==> src/hdl/lru_pft_pkg.sv <==
// ----------------------------------------------------------------------------
// LRU page frame table package
// Shared widths, outcome codes and command/status structs.
// ----------------------------------------------------------------------------
`default_nettype none
package lru_pft_pkg;
    localparam int FRAMES_DEFAULT   = 16;
    localparam int PID_W            = 16;
    localparam int ADDR_W           = 32;
    localparam int STAMP_W          = 32;
    localparam logic [31:0] PAGE_SIZE_RESET = 32'd4096;

    localparam logic [1:0] OUT_HIT     = 2'd0;
    localparam logic [1:0] OUT_FILL    = 2'd1;
    localparam logic [1:0] OUT_REPLACE = 2'd2;
    localparam logic [1:0] OUT_REMOVE  = 2'd3;

    typedef struct packed {
        logic load;       // capture request, start divide
        logic div_step;   // one quotient bit
        logic scan_clr;   // reset scan index and flags
        logic scan_step;  // examine one frame
        logic commit;     // write table, build result
    } ctl_cmd_t;

    typedef struct packed {
        logic div_done;
        logic scan_done;
        logic is_remove;
    } ctl_sts_t;
endpackage
`default_nettype wire

==> src/hdl/lru_page_frame_table_core.sv <==
// ----------------------------------------------------------------------------
// LRU page frame table core
// Fully associative frame table with LRU replacement and process removal.
// ----------------------------------------------------------------------------
// Sequence: an access is divided, the frames are scanned, then the table is
// committed and the result is registered; a removal skips the divide.
// Handoff: one request at a time; the next is accepted the cycle after the
// result is taken.
// Reset: asynchronous; all frames empty, stamps zero, next stamp 1.
`default_nettype none
module lru_page_frame_table_core
    import lru_pft_pkg::*;
#(
    parameter int FRAMES = FRAMES_DEFAULT
) (
    input  wire logic        clk,
    input  wire logic        rst_n,
    input  wire logic        cfg_we,
    input  wire logic [31:0] cfg_data,
    input  wire logic        s_tvalid,
    output logic             s_tready,
    input  wire logic [47:0] s_tdata,  // pid[15:0], address[47:16]
    input  wire logic        s_tuser,  // kind
    output logic             m_tvalid,
    input  wire logic        m_tready,
    output logic [63:0]      m_tdata   // outcome, frame, victim_pid, victim_page,
                                       // freed_count, zero fill
);
    ctl_cmd_t cmd;
    ctl_sts_t sts;
    logic [1:0]  outcome;
    logic [3:0]  frame;
    logic [15:0] vpid;
    logic [31:0] vpage;
    logic [4:0]  freed;

    lru_pft_ctrl u_ctrl (
        .clk (clk), .rst_n (rst_n),
        .in_valid (s_tvalid), .in_ready (s_tready),
        .out_valid (m_tvalid), .out_ready (m_tready),
        .sts (sts), .cmd (cmd)
    );

    lru_pft_dp #(.FRAMES(FRAMES)) u_dp (
        .clk (clk), .rst_n (rst_n),
        .cfg_we (cfg_we), .cfg_data (cfg_data),
        .in_kind (s_tuser), .in_pid (s_tdata[15:0]), .in_addr (s_tdata[47:16]),
        .cmd (cmd), .sts (sts),
        .res_outcome (outcome), .res_frame (frame), .res_vpid (vpid),
        .res_vpage (vpage), .res_freed (freed)
    );

    assign m_tdata = {5'd0, freed, vpage, vpid, frame, outcome};
endmodule
`default_nettype wire

==> src/hdl/lru_pft_ram.sv <==
// ----------------------------------------------------------------------------
// Generic RAM
// Single write port, single read port with registered read data.
// ----------------------------------------------------------------------------
`default_nettype none
module lru_pft_ram #(
    parameter int WIDTH = 32,
    parameter int DEPTH = 16
) (
    input  wire logic                     clk,
    input  wire logic                     we,
    input  wire logic [$clog2(DEPTH)-1:0] waddr,
    input  wire logic [WIDTH-1:0]         wdata,
    input  wire logic [$clog2(DEPTH)-1:0] raddr,
    output logic      [WIDTH-1:0]         rdata
);
    logic [WIDTH-1:0] mem [DEPTH];

    always_ff @(posedge clk)
    begin
        if (we)
        begin
            mem[waddr] <= wdata;
        end
        rdata <= mem[raddr];
    end
endmodule
`default_nettype wire

==> src/hdl/lru_pft_ctrl.sv <==
// ----------------------------------------------------------------------------
// LRU page frame table controller
// Sequences divide, frame scan, commit and result handoff.
// ----------------------------------------------------------------------------
`default_nettype none
module lru_pft_ctrl
    import lru_pft_pkg::*;
(
    input  wire logic     clk,
    input  wire logic     rst_n,
    input  wire logic     in_valid,
    output logic          in_ready,
    output logic          out_valid,
    input  wire logic     out_ready,
    input  wire ctl_sts_t sts,
    output ctl_cmd_t      cmd
);
    localparam logic [2:0] S_IDLE = 3'd0;
    localparam logic [2:0] S_DIV  = 3'd1;
    localparam logic [2:0] S_SCAN = 3'd2;
    localparam logic [2:0] S_COMM = 3'd3;
    localparam logic [2:0] S_OUT  = 3'd4;

    logic [2:0] state_reg, state_next;

    always_ff @(posedge clk or negedge rst_n)
    begin
        if (!rst_n)
        begin
            state_reg <= S_IDLE;
        end
        else
        begin
            state_reg <= state_next;
        end
    end

    always_comb
    begin
        state_next = state_reg;
        cmd        = '0;
        in_ready   = 1'b0;
        out_valid  = 1'b0;
        case (state_reg)
            S_IDLE:
            begin
                in_ready = 1'b1;
                if (in_valid)
                begin
                    cmd.load   = 1'b1;
                    state_next = S_DIV;
                end
            end
            S_DIV:
            begin
                if (sts.div_done || sts.is_remove)
                begin
                    cmd.scan_clr = 1'b1;
                    state_next   = S_SCAN;
                end
                else
                begin
                    cmd.div_step = 1'b1;
                end
            end
            S_SCAN:
            begin
                cmd.scan_step = 1'b1;
                if (sts.scan_done)
                begin
                    state_next = S_COMM;
                end
            end
            S_COMM:
            begin
                cmd.commit = 1'b1;
                state_next = S_OUT;
            end
            S_OUT:
            begin
                out_valid = 1'b1;
                if (out_ready)
                begin
                    state_next = S_IDLE;
                end
            end
            default:
            begin
                state_next = S_IDLE;
            end
        endcase
    end
endmodule
`default_nettype wire

==> src/hdl/lru_pft_dp.sv <==
// ----------------------------------------------------------------------------
// LRU page frame table datapath
// Restoring divider, frame tables, serial scan and result register.
// ----------------------------------------------------------------------------
`default_nettype none
module lru_pft_dp
    import lru_pft_pkg::*;
#(
    parameter int FRAMES = FRAMES_DEFAULT
) (
    input  wire logic              clk,
    input  wire logic              rst_n,
    input  wire logic              cfg_we,
    input  wire logic [31:0]       cfg_data,
    input  wire logic              in_kind,
    input  wire logic [PID_W-1:0]  in_pid,
    input  wire logic [ADDR_W-1:0] in_addr,
    input  wire ctl_cmd_t          cmd,
    output ctl_sts_t               sts,
    output logic [1:0]             res_outcome,
    output logic [3:0]             res_frame,
    output logic [PID_W-1:0]       res_vpid,
    output logic [31:0]            res_vpage,
    output logic [4:0]             res_freed
);
    localparam int IW = (FRAMES > 1) ? $clog2(FRAMES) : 1;
    localparam int CW = $clog2(FRAMES + 1);

    logic [31:0]        page_size_reg;
    logic [STAMP_W-1:0] next_stamp_reg;
    logic               kind_reg;
    logic [PID_W-1:0]   pid_reg;
    logic [31:0]        quo_reg, div_reg;
    logic [32:0]        rem_reg;
    logic [5:0]         dcnt_reg;

    logic [PID_W-1:0]   owner_reg [FRAMES];
    logic [STAMP_W-1:0] stamp_reg [FRAMES];

    logic [IW:0]        idx_reg;
    logic [IW-1:0]      prev_reg;
    logic               pvalid_reg;
    logic               hit_reg, free_reg;
    logic [IW-1:0]      hit_idx_reg, free_idx_reg, min_idx_reg;
    logic [STAMP_W-1:0] min_stamp_reg;
    logic [CW-1:0]      freed_reg;

    logic [31:0]        page_rd;
    logic               page_we;
    logic [IW-1:0]      page_waddr;
    logic [IW-1:0]      vic_idx;

    always_ff @(posedge clk or negedge rst_n)
    begin
        if (!rst_n)
        begin
            page_size_reg <= PAGE_SIZE_RESET;
        end
        else if (cfg_we)
        begin
            page_size_reg <= cfg_data;
        end
    end

    // restoring divide, one quotient bit per cycle
    logic [32:0] rem_sh;
    assign rem_sh = {rem_reg[31:0], quo_reg[31]};

    always_ff @(posedge clk)
    begin
        if (cmd.load)
        begin
            kind_reg <= in_kind;
            pid_reg  <= in_pid;
            quo_reg  <= in_addr;
            rem_reg  <= '0;
            div_reg  <= (page_size_reg == 32'd0) ? 32'd1 : page_size_reg;
            dcnt_reg <= '0;
        end
        else if (cmd.div_step)
        begin
            if (rem_sh >= {1'b0, div_reg})
            begin
                rem_reg <= rem_sh - {1'b0, div_reg};
                quo_reg <= {quo_reg[30:0], 1'b1};
            end
            else
            begin
                rem_reg <= rem_sh;
                quo_reg <= {quo_reg[30:0], 1'b0};
            end
            dcnt_reg <= dcnt_reg + 6'd1;
        end
    end

    // page RAM read data is registered, so it belongs to the previous scan index;
    // once the scan is done it reads the victim frame so its page is ready at commit
    lru_pft_ram #(.WIDTH(32), .DEPTH(FRAMES)) u_page_ram (
        .clk   (clk),
        .we    (page_we),
        .waddr (page_waddr),
        .wdata (quo_reg),
        .raddr (sts.scan_done ? vic_idx : idx_reg[IW-1:0]),
        .rdata (page_rd)
    );

    assign vic_idx    = free_reg ? free_idx_reg : min_idx_reg;
    assign page_we    = cmd.commit && !kind_reg && !hit_reg;
    assign page_waddr = vic_idx;

    logic scan_end;
    assign scan_end = (idx_reg == (IW+1)'(FRAMES));

    always_ff @(posedge clk)
    begin
        if (cmd.scan_clr)
        begin
            idx_reg    <= '0;
            pvalid_reg <= 1'b0;
            hit_reg    <= 1'b0;
            free_reg   <= 1'b0;
            freed_reg  <= '0;
            min_idx_reg   <= '0;
            min_stamp_reg <= stamp_reg[0];
        end
        else if (cmd.scan_step)
        begin
            pvalid_reg <= !scan_end;
            prev_reg   <= idx_reg[IW-1:0];
            if (!scan_end)
            begin
                idx_reg <= idx_reg + 1'b1;
                if (owner_reg[idx_reg[IW-1:0]] == 16'd0 && !free_reg)
                begin
                    free_reg     <= 1'b1;
                    free_idx_reg <= idx_reg[IW-1:0];
                end
                if (stamp_reg[idx_reg[IW-1:0]] < min_stamp_reg)
                begin
                    min_stamp_reg <= stamp_reg[idx_reg[IW-1:0]];
                    min_idx_reg   <= idx_reg[IW-1:0];
                end
                if (owner_reg[idx_reg[IW-1:0]] == pid_reg && pid_reg != 16'd0)
                begin
                    freed_reg <= freed_reg + 1'b1;
                end
            end
            if (pvalid_reg && !hit_reg && owner_reg[prev_reg] != 16'd0
                && owner_reg[prev_reg] == pid_reg && page_rd == quo_reg)
            begin
                hit_reg     <= 1'b1;
                hit_idx_reg <= prev_reg;
            end
        end
    end

    assign sts.div_done  = (dcnt_reg == 6'd32);
    assign sts.is_remove = kind_reg;
    assign sts.scan_done = scan_end && !pvalid_reg;

    always_ff @(posedge clk or negedge rst_n)
    begin
        if (!rst_n)
        begin
            next_stamp_reg <= 32'd1;
            for (int i = 0; i < FRAMES; i++)
            begin
                owner_reg[i] <= '0;
                stamp_reg[i] <= '0;
            end
        end
        else if (cmd.commit)
        begin
            if (kind_reg)
            begin
                for (int i = 0; i < FRAMES; i++)
                begin
                    if (owner_reg[i] == pid_reg)
                    begin
                        owner_reg[i] <= '0;
                        stamp_reg[i] <= '0;
                    end
                end
            end
            else
            begin
                next_stamp_reg <= next_stamp_reg + 32'd1;
                if (hit_reg)
                begin
                    stamp_reg[hit_idx_reg] <= next_stamp_reg;
                end
                else
                begin
                    owner_reg[vic_idx] <= pid_reg;
                    stamp_reg[vic_idx] <= next_stamp_reg;
                end
            end
        end
    end

    always_ff @(posedge clk)
    begin
        if (cmd.commit)
        begin
            res_vpid  <= '0;
            res_vpage <= '0;
            res_freed <= '0;
            res_frame <= '0;
            if (kind_reg)
            begin
                res_outcome <= OUT_REMOVE;
                res_freed   <= 5'(freed_reg);
            end
            else if (hit_reg)
            begin
                res_outcome <= OUT_HIT;
                res_frame   <= 4'(hit_idx_reg);
            end
            else if (free_reg)
            begin
                res_outcome <= OUT_FILL;
                res_frame   <= 4'(free_idx_reg);
            end
            else
            begin
                res_outcome <= OUT_REPLACE;
                res_frame   <= 4'(min_idx_reg);
                res_vpid    <= owner_reg[min_idx_reg];
                res_vpage   <= page_rd;
            end
        end
    end
endmodule
`default_nettype wire

==> config.mk <==
export PLATFORM = sky130hd
export DESIGN_NAME = lru_page_frame_table_core
export DESIGN_NICKNAME = d
export VERILOG_FILES = /design/src/hdl/lru_pft_pkg.sv /design/src/hdl/lru_page_frame_table_core.sv /design/src/hdl/lru_pft_ram.sv /design/src/hdl/lru_pft_ctrl.sv /design/src/hdl/lru_pft_dp.sv
export SDC_FILE = /design/constraint.sdc
export NUM_CORES = 2
export LEC_CHECK = 0
export BUFFER_PORTS_ARGS = -buffer_cell sky130_fd_sc_hd__buf_4
export CORE_ASPECT_RATIO = 1.1
export CORE_MARGIN = 3
export CORE_UTILIZATION = 60
export CTS_CLUSTER_DIAMETER = 120
export DETAILED_ROUTE_END_ITERATION = 12
export HOLD_SLACK_MARGIN = 0.05
export PLACE_DENSITY_LB_ADDON = 0.2
export SLEW_MARGIN = 20
export SYNTH_ARGS = -nofsm -noshare
export SYNTH_HDL_FRONTEND = slang
export SYNTH_SLANG_ARGS = --single-unit
==> constraint.sdc <==
create_clock -name clk -period 8.3 [get_ports clk]
set_input_delay 1.245 -clock clk [delete_from_list [all_inputs] [get_ports clk]]
set_output_delay 1.245 -clock clk [all_outputs]
set_load 0.02 [all_outputs]
# Word-level counts from Yosys, hierarchy flattened
# Memory sizes are Yosys's and may differ from the RTL's. A register that Yosys moved wholly into a read port is not among the register bits.
# Index checks and enable logic that the tools add are counted.
# totals
register_bits,1074
ramBits,512
in_bits,86
output_inout_bits,66
wordCells,281
memories,1
# op_classes
addsub,5
n_lt_le_gt_ge,9
n_eq_ne,47
muxes,86
bitwise,8
n_reduce_logical,69
# mem_list
name,words,word_bits,rd,rd_ports_with_merged_regs,wr,line,text
u_dp.u_page_ram.mem,16,32,1,1,1,lru_pft_ram.sv:17,logic [WIDTH-1:0] mem [DEPTH];
# ops
op,count
$bwmux 512,2
$mux 512,2
$mux 32,27
$mux 256,2
$mux 16,23
$eq 16x16->1,18
$bwmux 256,1
$demux 32 s4,2
$bmux 16 s4,3
$bmux 32 s4,1
$demux 16 s4,1
$reduce_and 3->1,21
$reduce_and 2->1,20
$ne 2x2->1 const B,19
$ge 33x32->1,1
$add 32x1->32 const B,1
$eq 32x32->1,1
$logic_not 32->1,1
$lt 32x32->1,1
$reduce_bool 16->1,2
$sub 32x32->32,1
$ge 5x5->1 const B,5
$not 4->5,5
$logic_not 16->1,1
other kinds (22),63

# Depth between registers and ports, before layout
# depth
word_depth,9
depth_mapped,19
mapped_depth_nobuf,12

# Cells and area by module
# A second synthesis with hierarchy kept.
# unflattened
cells_unflattened,6107
area_unflattened_um2,77250.3
# modules_own_cells
module,instances,cells_each,area_each_um2,seq_area_each_um2
lru_pft_dp,1,5242,57164.8,27448.8
lru_pft_ram,1,838,19835.3,16015.4
lru_pft_ctrl,1,21,209.0,75.1
lru_page_frame_table_core,1,6,41.3,0.0

# Worst setup path after synthesis
# Ideal clock, no wire load.
# synth_path
path_type,reg2reg
start,register u_dp.idx_reg[0]
end,"register u_dp.min_stamp_reg[0], enable pin"
setup_time_ps,478
t_arrival_ps,5202
t_required_ps,7822
slack_ps,2620
path_stages_with_launch,18
path_buffers,7
period_less_slack_ps,5680
cell_sequence,dfxtp_1 buf_6 buf_12 buf_6 buf_2 buf_1 buf_1 mux4_2 mux4_2 ha_1 o21ai_0 a221oi_1 a211oi_1 or4_1 o2111ai_1 a41o_1 clkbuf_1 nand2_1
# synth_between
elab_chain_cells,7
elab_cells_between_ends,9
cone_classes,1 x order compare; 2 x eq/ne; 3 x mux; 1 x bitwise; 2 x reduce/logical
# synth_lines
item,line,text
"start, declared",lru_pft_dp.sv:40,logic [IW:0] idx_reg;
"start signal, assigned",lru_pft_dp.sv:132,idx_reg <= idx_reg + 1'b1;
$not 4->5 (implied by the code),lru_pft_dp.sv:138,if (stamp_reg[idx_reg[IW-1:0]] < min_stamp_reg)
$bmux 32 s4,lru_pft_dp.sv:138,
$mux 32 (implied by the code) (2 in a row),lru_pft_dp.sv:138,
$lt 32x32->1,lru_pft_dp.sv:138,
$reduce_bool 2->1 (no source line),n/a,
$reduce_and 3->1 (no source line) *,n/a,
"end signal, assigned",lru_pft_dp.sv:124,min_stamp_reg <= stamp_reg[0];
"end signal, assigned",lru_pft_dp.sv:140,min_stamp_reg <= stamp_reg[idx_reg[IW-1:0]];
"end, declared",lru_pft_dp.sv:45,logic [STAMP_W-1:0] min_stamp_reg;
# Mark *: on every way between the ends. The rest lies on a longest branch, timed or not. The select of a mux whose other input is x is not followed.
# A chain may end at the register's enable or synchronous reset.

# Worst setup path in the final report
# layout_path
start,register u_dp.idx_reg[0]
end,"register u_dp.min_stamp_reg[31], enable pin"
# Same word-level chain as after synthesis.

==> impl_metrics.ini <==
[logic_synthesis]
yosys-top-cells-area = edfxtp_1 (27%), dfrtp_1 (27%), mux4_2 (14%)
synth_area_leader_cell = edfxtp_1
yosysWarnings = 0
yosysSeqAreaShare_pct = 55.5
syn_inst = 6067
synth_cell_types = 72
synth_ff_type = dfrtp_1
synth_edf_count = 696
syn-cell-area_sq_um = 78500
synthArstFlopShare_pct = 51.6
netlist.area_leader.share_pct = 26.6
syn_avg_cell_area_sq_um = 12.9
ys_ff_latch = 1618

[critical_path]
rr_worst_depth = 11
worst_setup_path_start_kind = flip-flop
path_cells = buf_4 -> mux4_2 -> mux4_2 -> ha_1 -> nand4_1 -> a221oi_1 -> a211oi_1 -> or4_1 -> o2111ai_1 -> a41o_1 -> nand2_2
r2r_start = u_dp.idx_reg[0]
cp.required_ns = 8.59
r2r_end = u_dp.min_stamp_reg[31]
end_kind = flip-flop
worstSetupPathType = flip-flop to flip-flop
crit_top_cell = mux4_2
reg2reg_slack_ns = 2.29
critPathMaxStageDelay_ns = 0.93
cp_max_fo = 41
slowest_stage = dfxtp_4
crit_arrival_ns = 6.29

[final_layout]
syn2layout_area_growth_pct = 10.9
multiInputGateArea_sq_um = 33100
drive_gt1_share_pct = 24.6
utilization_pct = 67.3
ff_latch_area_sq_um = 43600
final_cells = 7877
nFillCells = 9093
nets = 6209

[drt]
drc = 0
drt_wl_total_um = 237000
postRouteAntennaNets = 0
via_count = 53700
drt_iter0_drc = 6911
vias_per_cell = 6.82
routedWlPerCell_um = 30.1
first_pass_iters = 6

[power]
power_density_nw_per_um2 = 288
p_int_uw = 16500
power.leakage_uw = 0.0352
netSwitchingPower_uw = 8590
power_frac_seq_pct = 42.1
pwr-share-clk_pct = 30.4
vdd_ir_drop_max_uv = 257
switching_share_pct = 34.3
pwr-share-comb_pct = 27.5

[die]
design.portCount = 152
die_h_um = 385
core_area_sq_um = 129000
die_w_um = 351
rows = 138
initial_core_util_pct = 60.7
fp.dieArea_sq_um = 135000

[timing]
hold_viol_final = 0
hold_slack_ns = 0.425
setup_ws_ns = 2.29
rsz0062_at_grt = false
tightest_slew_ns = 1.14
fin_skew_ns = 0.0557
tns_ns = 0
drv_slew = 0
min_period_ns = 6.01
fmax_mhz = 166
fin_crit_sh_pct = 72.4
relSlewSlack_pct = 24.2
setup_viol = 0

[place]
io_buffers = 146
dp_hpwl_um = 138000
post-place-ws_ns = 2.30
placed_cells = 7567
place.gp.congestion = 1.00

[global_route]
grt_pass1_vias = 53900
grt_max_degree = 182
grt_first_pass_wirelength_um = 353000
grt.total_usage_pct = 35.6
overflow = 0
antenna_found_initial = 4

[outcome]
status = finished clean

[cts]
post_cts_resized = 0
htreeDepth = 4
clock-root-buffer = clkbuf_16
postCtsHoldBufs = 0
cts_tree = yes
cts.sinks = 1618
cts_made_buffers = 164
insertion_delay_ns = 0.83
path_clk_slew_ns = 0.06
clk_path_buf_depth = 3
cts_setup_buffers = 0

[run]
maxCapViolCount = 0

[worst_hold_path]
hold_path.class = primary input to async pin
[worst max-delay path: cells and delay by family (launching register included)]
family          cells  cell delay (ns)
fa+ha+maj           1             0.31
flops               1             0.93
compound gates      4             1.32
buf+inv             1             0.46
mux                 2             1.07
simple gates        3             1.32
[cell usage in the layout (no fill, tap or decap), types with 25 or more instances in the layout]
master and instances:
mux4_2 484, nor2_1 491, nor4_1 70, a21oi_1 62, edfxtp_1 696, a21o_1 41
xor2_1 262, xnor2_1 122, o31ai_1 41, mux2i_1 93, a211oi_1 43, dfxtp_1 81
nand2_1 801, clkbuf_1 51, clkbuf_16 165, nand4_1 51, and2_1 90, buf_4 279
dfrtp_1 833, nor3_1 25, ha_1 69, mux2_2 432, inv_1 88, o21ai_0 425
nand3_1 47, a31oi_1 37
[cell families (layout without fill, tap and decap cells)]
family	Yosys count	in the layout	share of synthesized area [%]
adder cells (fa/ha/maj)	70	70	1.13
buffers and inverters	568	691	2.91
AND/OR/NAND/NOR	1671	1671	9.08
flip-flops	1618	1618	55.5
XOR/XNOR	384	384	4.29
AO/OA/AOI/OAI	730	730	5.34
other	1	8	0.00478
multiplexers	1025	1025	21.8
[routing by layer]
| layer | part of all wire, % | vias up | global-route usage, % |
|---|---|---|---|
| met3 | 11 | 847 | 8.31 |
| met5 | 0.039 | - | 0.328 |
| met1 | 37 | 27400 | 47.8 |
| met2 | 46 | 3457 | 54.3 |
| met4 | 6.1 | 8 | 19.5 |
| li1 | - | 22000 | - |
[synth_stat cells, types with 5 or more instances]
library cell and n:
a211oi_1 43, a21boi_1 5, a21o_1 41, a21oi_1 65, a31oi_1 42, a32oi_1 7, and2_1 90, and3_1 15
buf_1 77, buf_2 37, buf_4 6, buf_6 7, clkbuf_1 344, dfrtp_1 833, dfxtp_1 87, edfxtp_1 696
ha_1 69, inv_1 92, mux2_2 432, mux2i_1 94, mux4_1 13, mux4_2 484, nand2_1 804, nand2b_1 7
nand3_1 47, nand4_1 51, nor2_1 508, nor2b_1 18, nor3_1 27, nor4_1 70, nor4b_1 5, o21a_1 19
o21ai_0 426, o21ai_1 14, o21bai_1 6, o31ai_1 41, or3_1 6, xnor2_1 122, xor2_1 262
[per-stage QoR]
step	total power, uW	area (sq um)
finish	25000	87000
global route	25900	87000
CTS	25000	87000
detailed placement	17400	81500
global placement	17300	81500
floorplan	14900	78500
[how the worst max path moves through the flow]
stage / depth (start not counted) / from / slack, ns / end
after global routing: 11 / u_dp.idx_reg[0] / 2.05 / u_dp.min_stamp_reg[31]
after detailed placement: 11 / u_dp.idx_reg[0] / 2.30 / u_dp.min_stamp_reg[0]
final: 11 / u_dp.idx_reg[0] / 2.29 / u_dp.min_stamp_reg[31]
after floorplan: 17 / u_dp.idx_reg[0] / 2.62 / u_dp.min_stamp_reg[0]
after CTS: 11 / u_dp.idx_reg[0] / 2.31 / u_dp.min_stamp_reg[13]
after global placement: 11 / u_dp.idx_reg[0] / 2.35 / u_dp.min_stamp_reg[6]
[area by class of cell]
cell class	instances	share of cell area [%]
flip-flops and latches	1618	50.1
well taps	1680	2.42
inverters	95	0.417
clock inverters	74	1.16
clock buffers	233	5.23
multi-input cells	3885	38.1
repair buffers	289	2.63
diodes	3	0.00863
[power by group through the flow]
stage | Combinational [uW] | Clock, uW | Sequential, uW
2_1_floorplan | 4680 | 0 | 10200
3_3_place_gp | 6680 | 0 | 10600
3_5_place_dp | 6750 | 0 | 10600
4_1_cts | 6800 | 7700 | 10500
5_1_grt | 7270 | 8020 | 10600
6_report | 6890 | 7610 | 10500
Power figures use the tool's default switching activity.
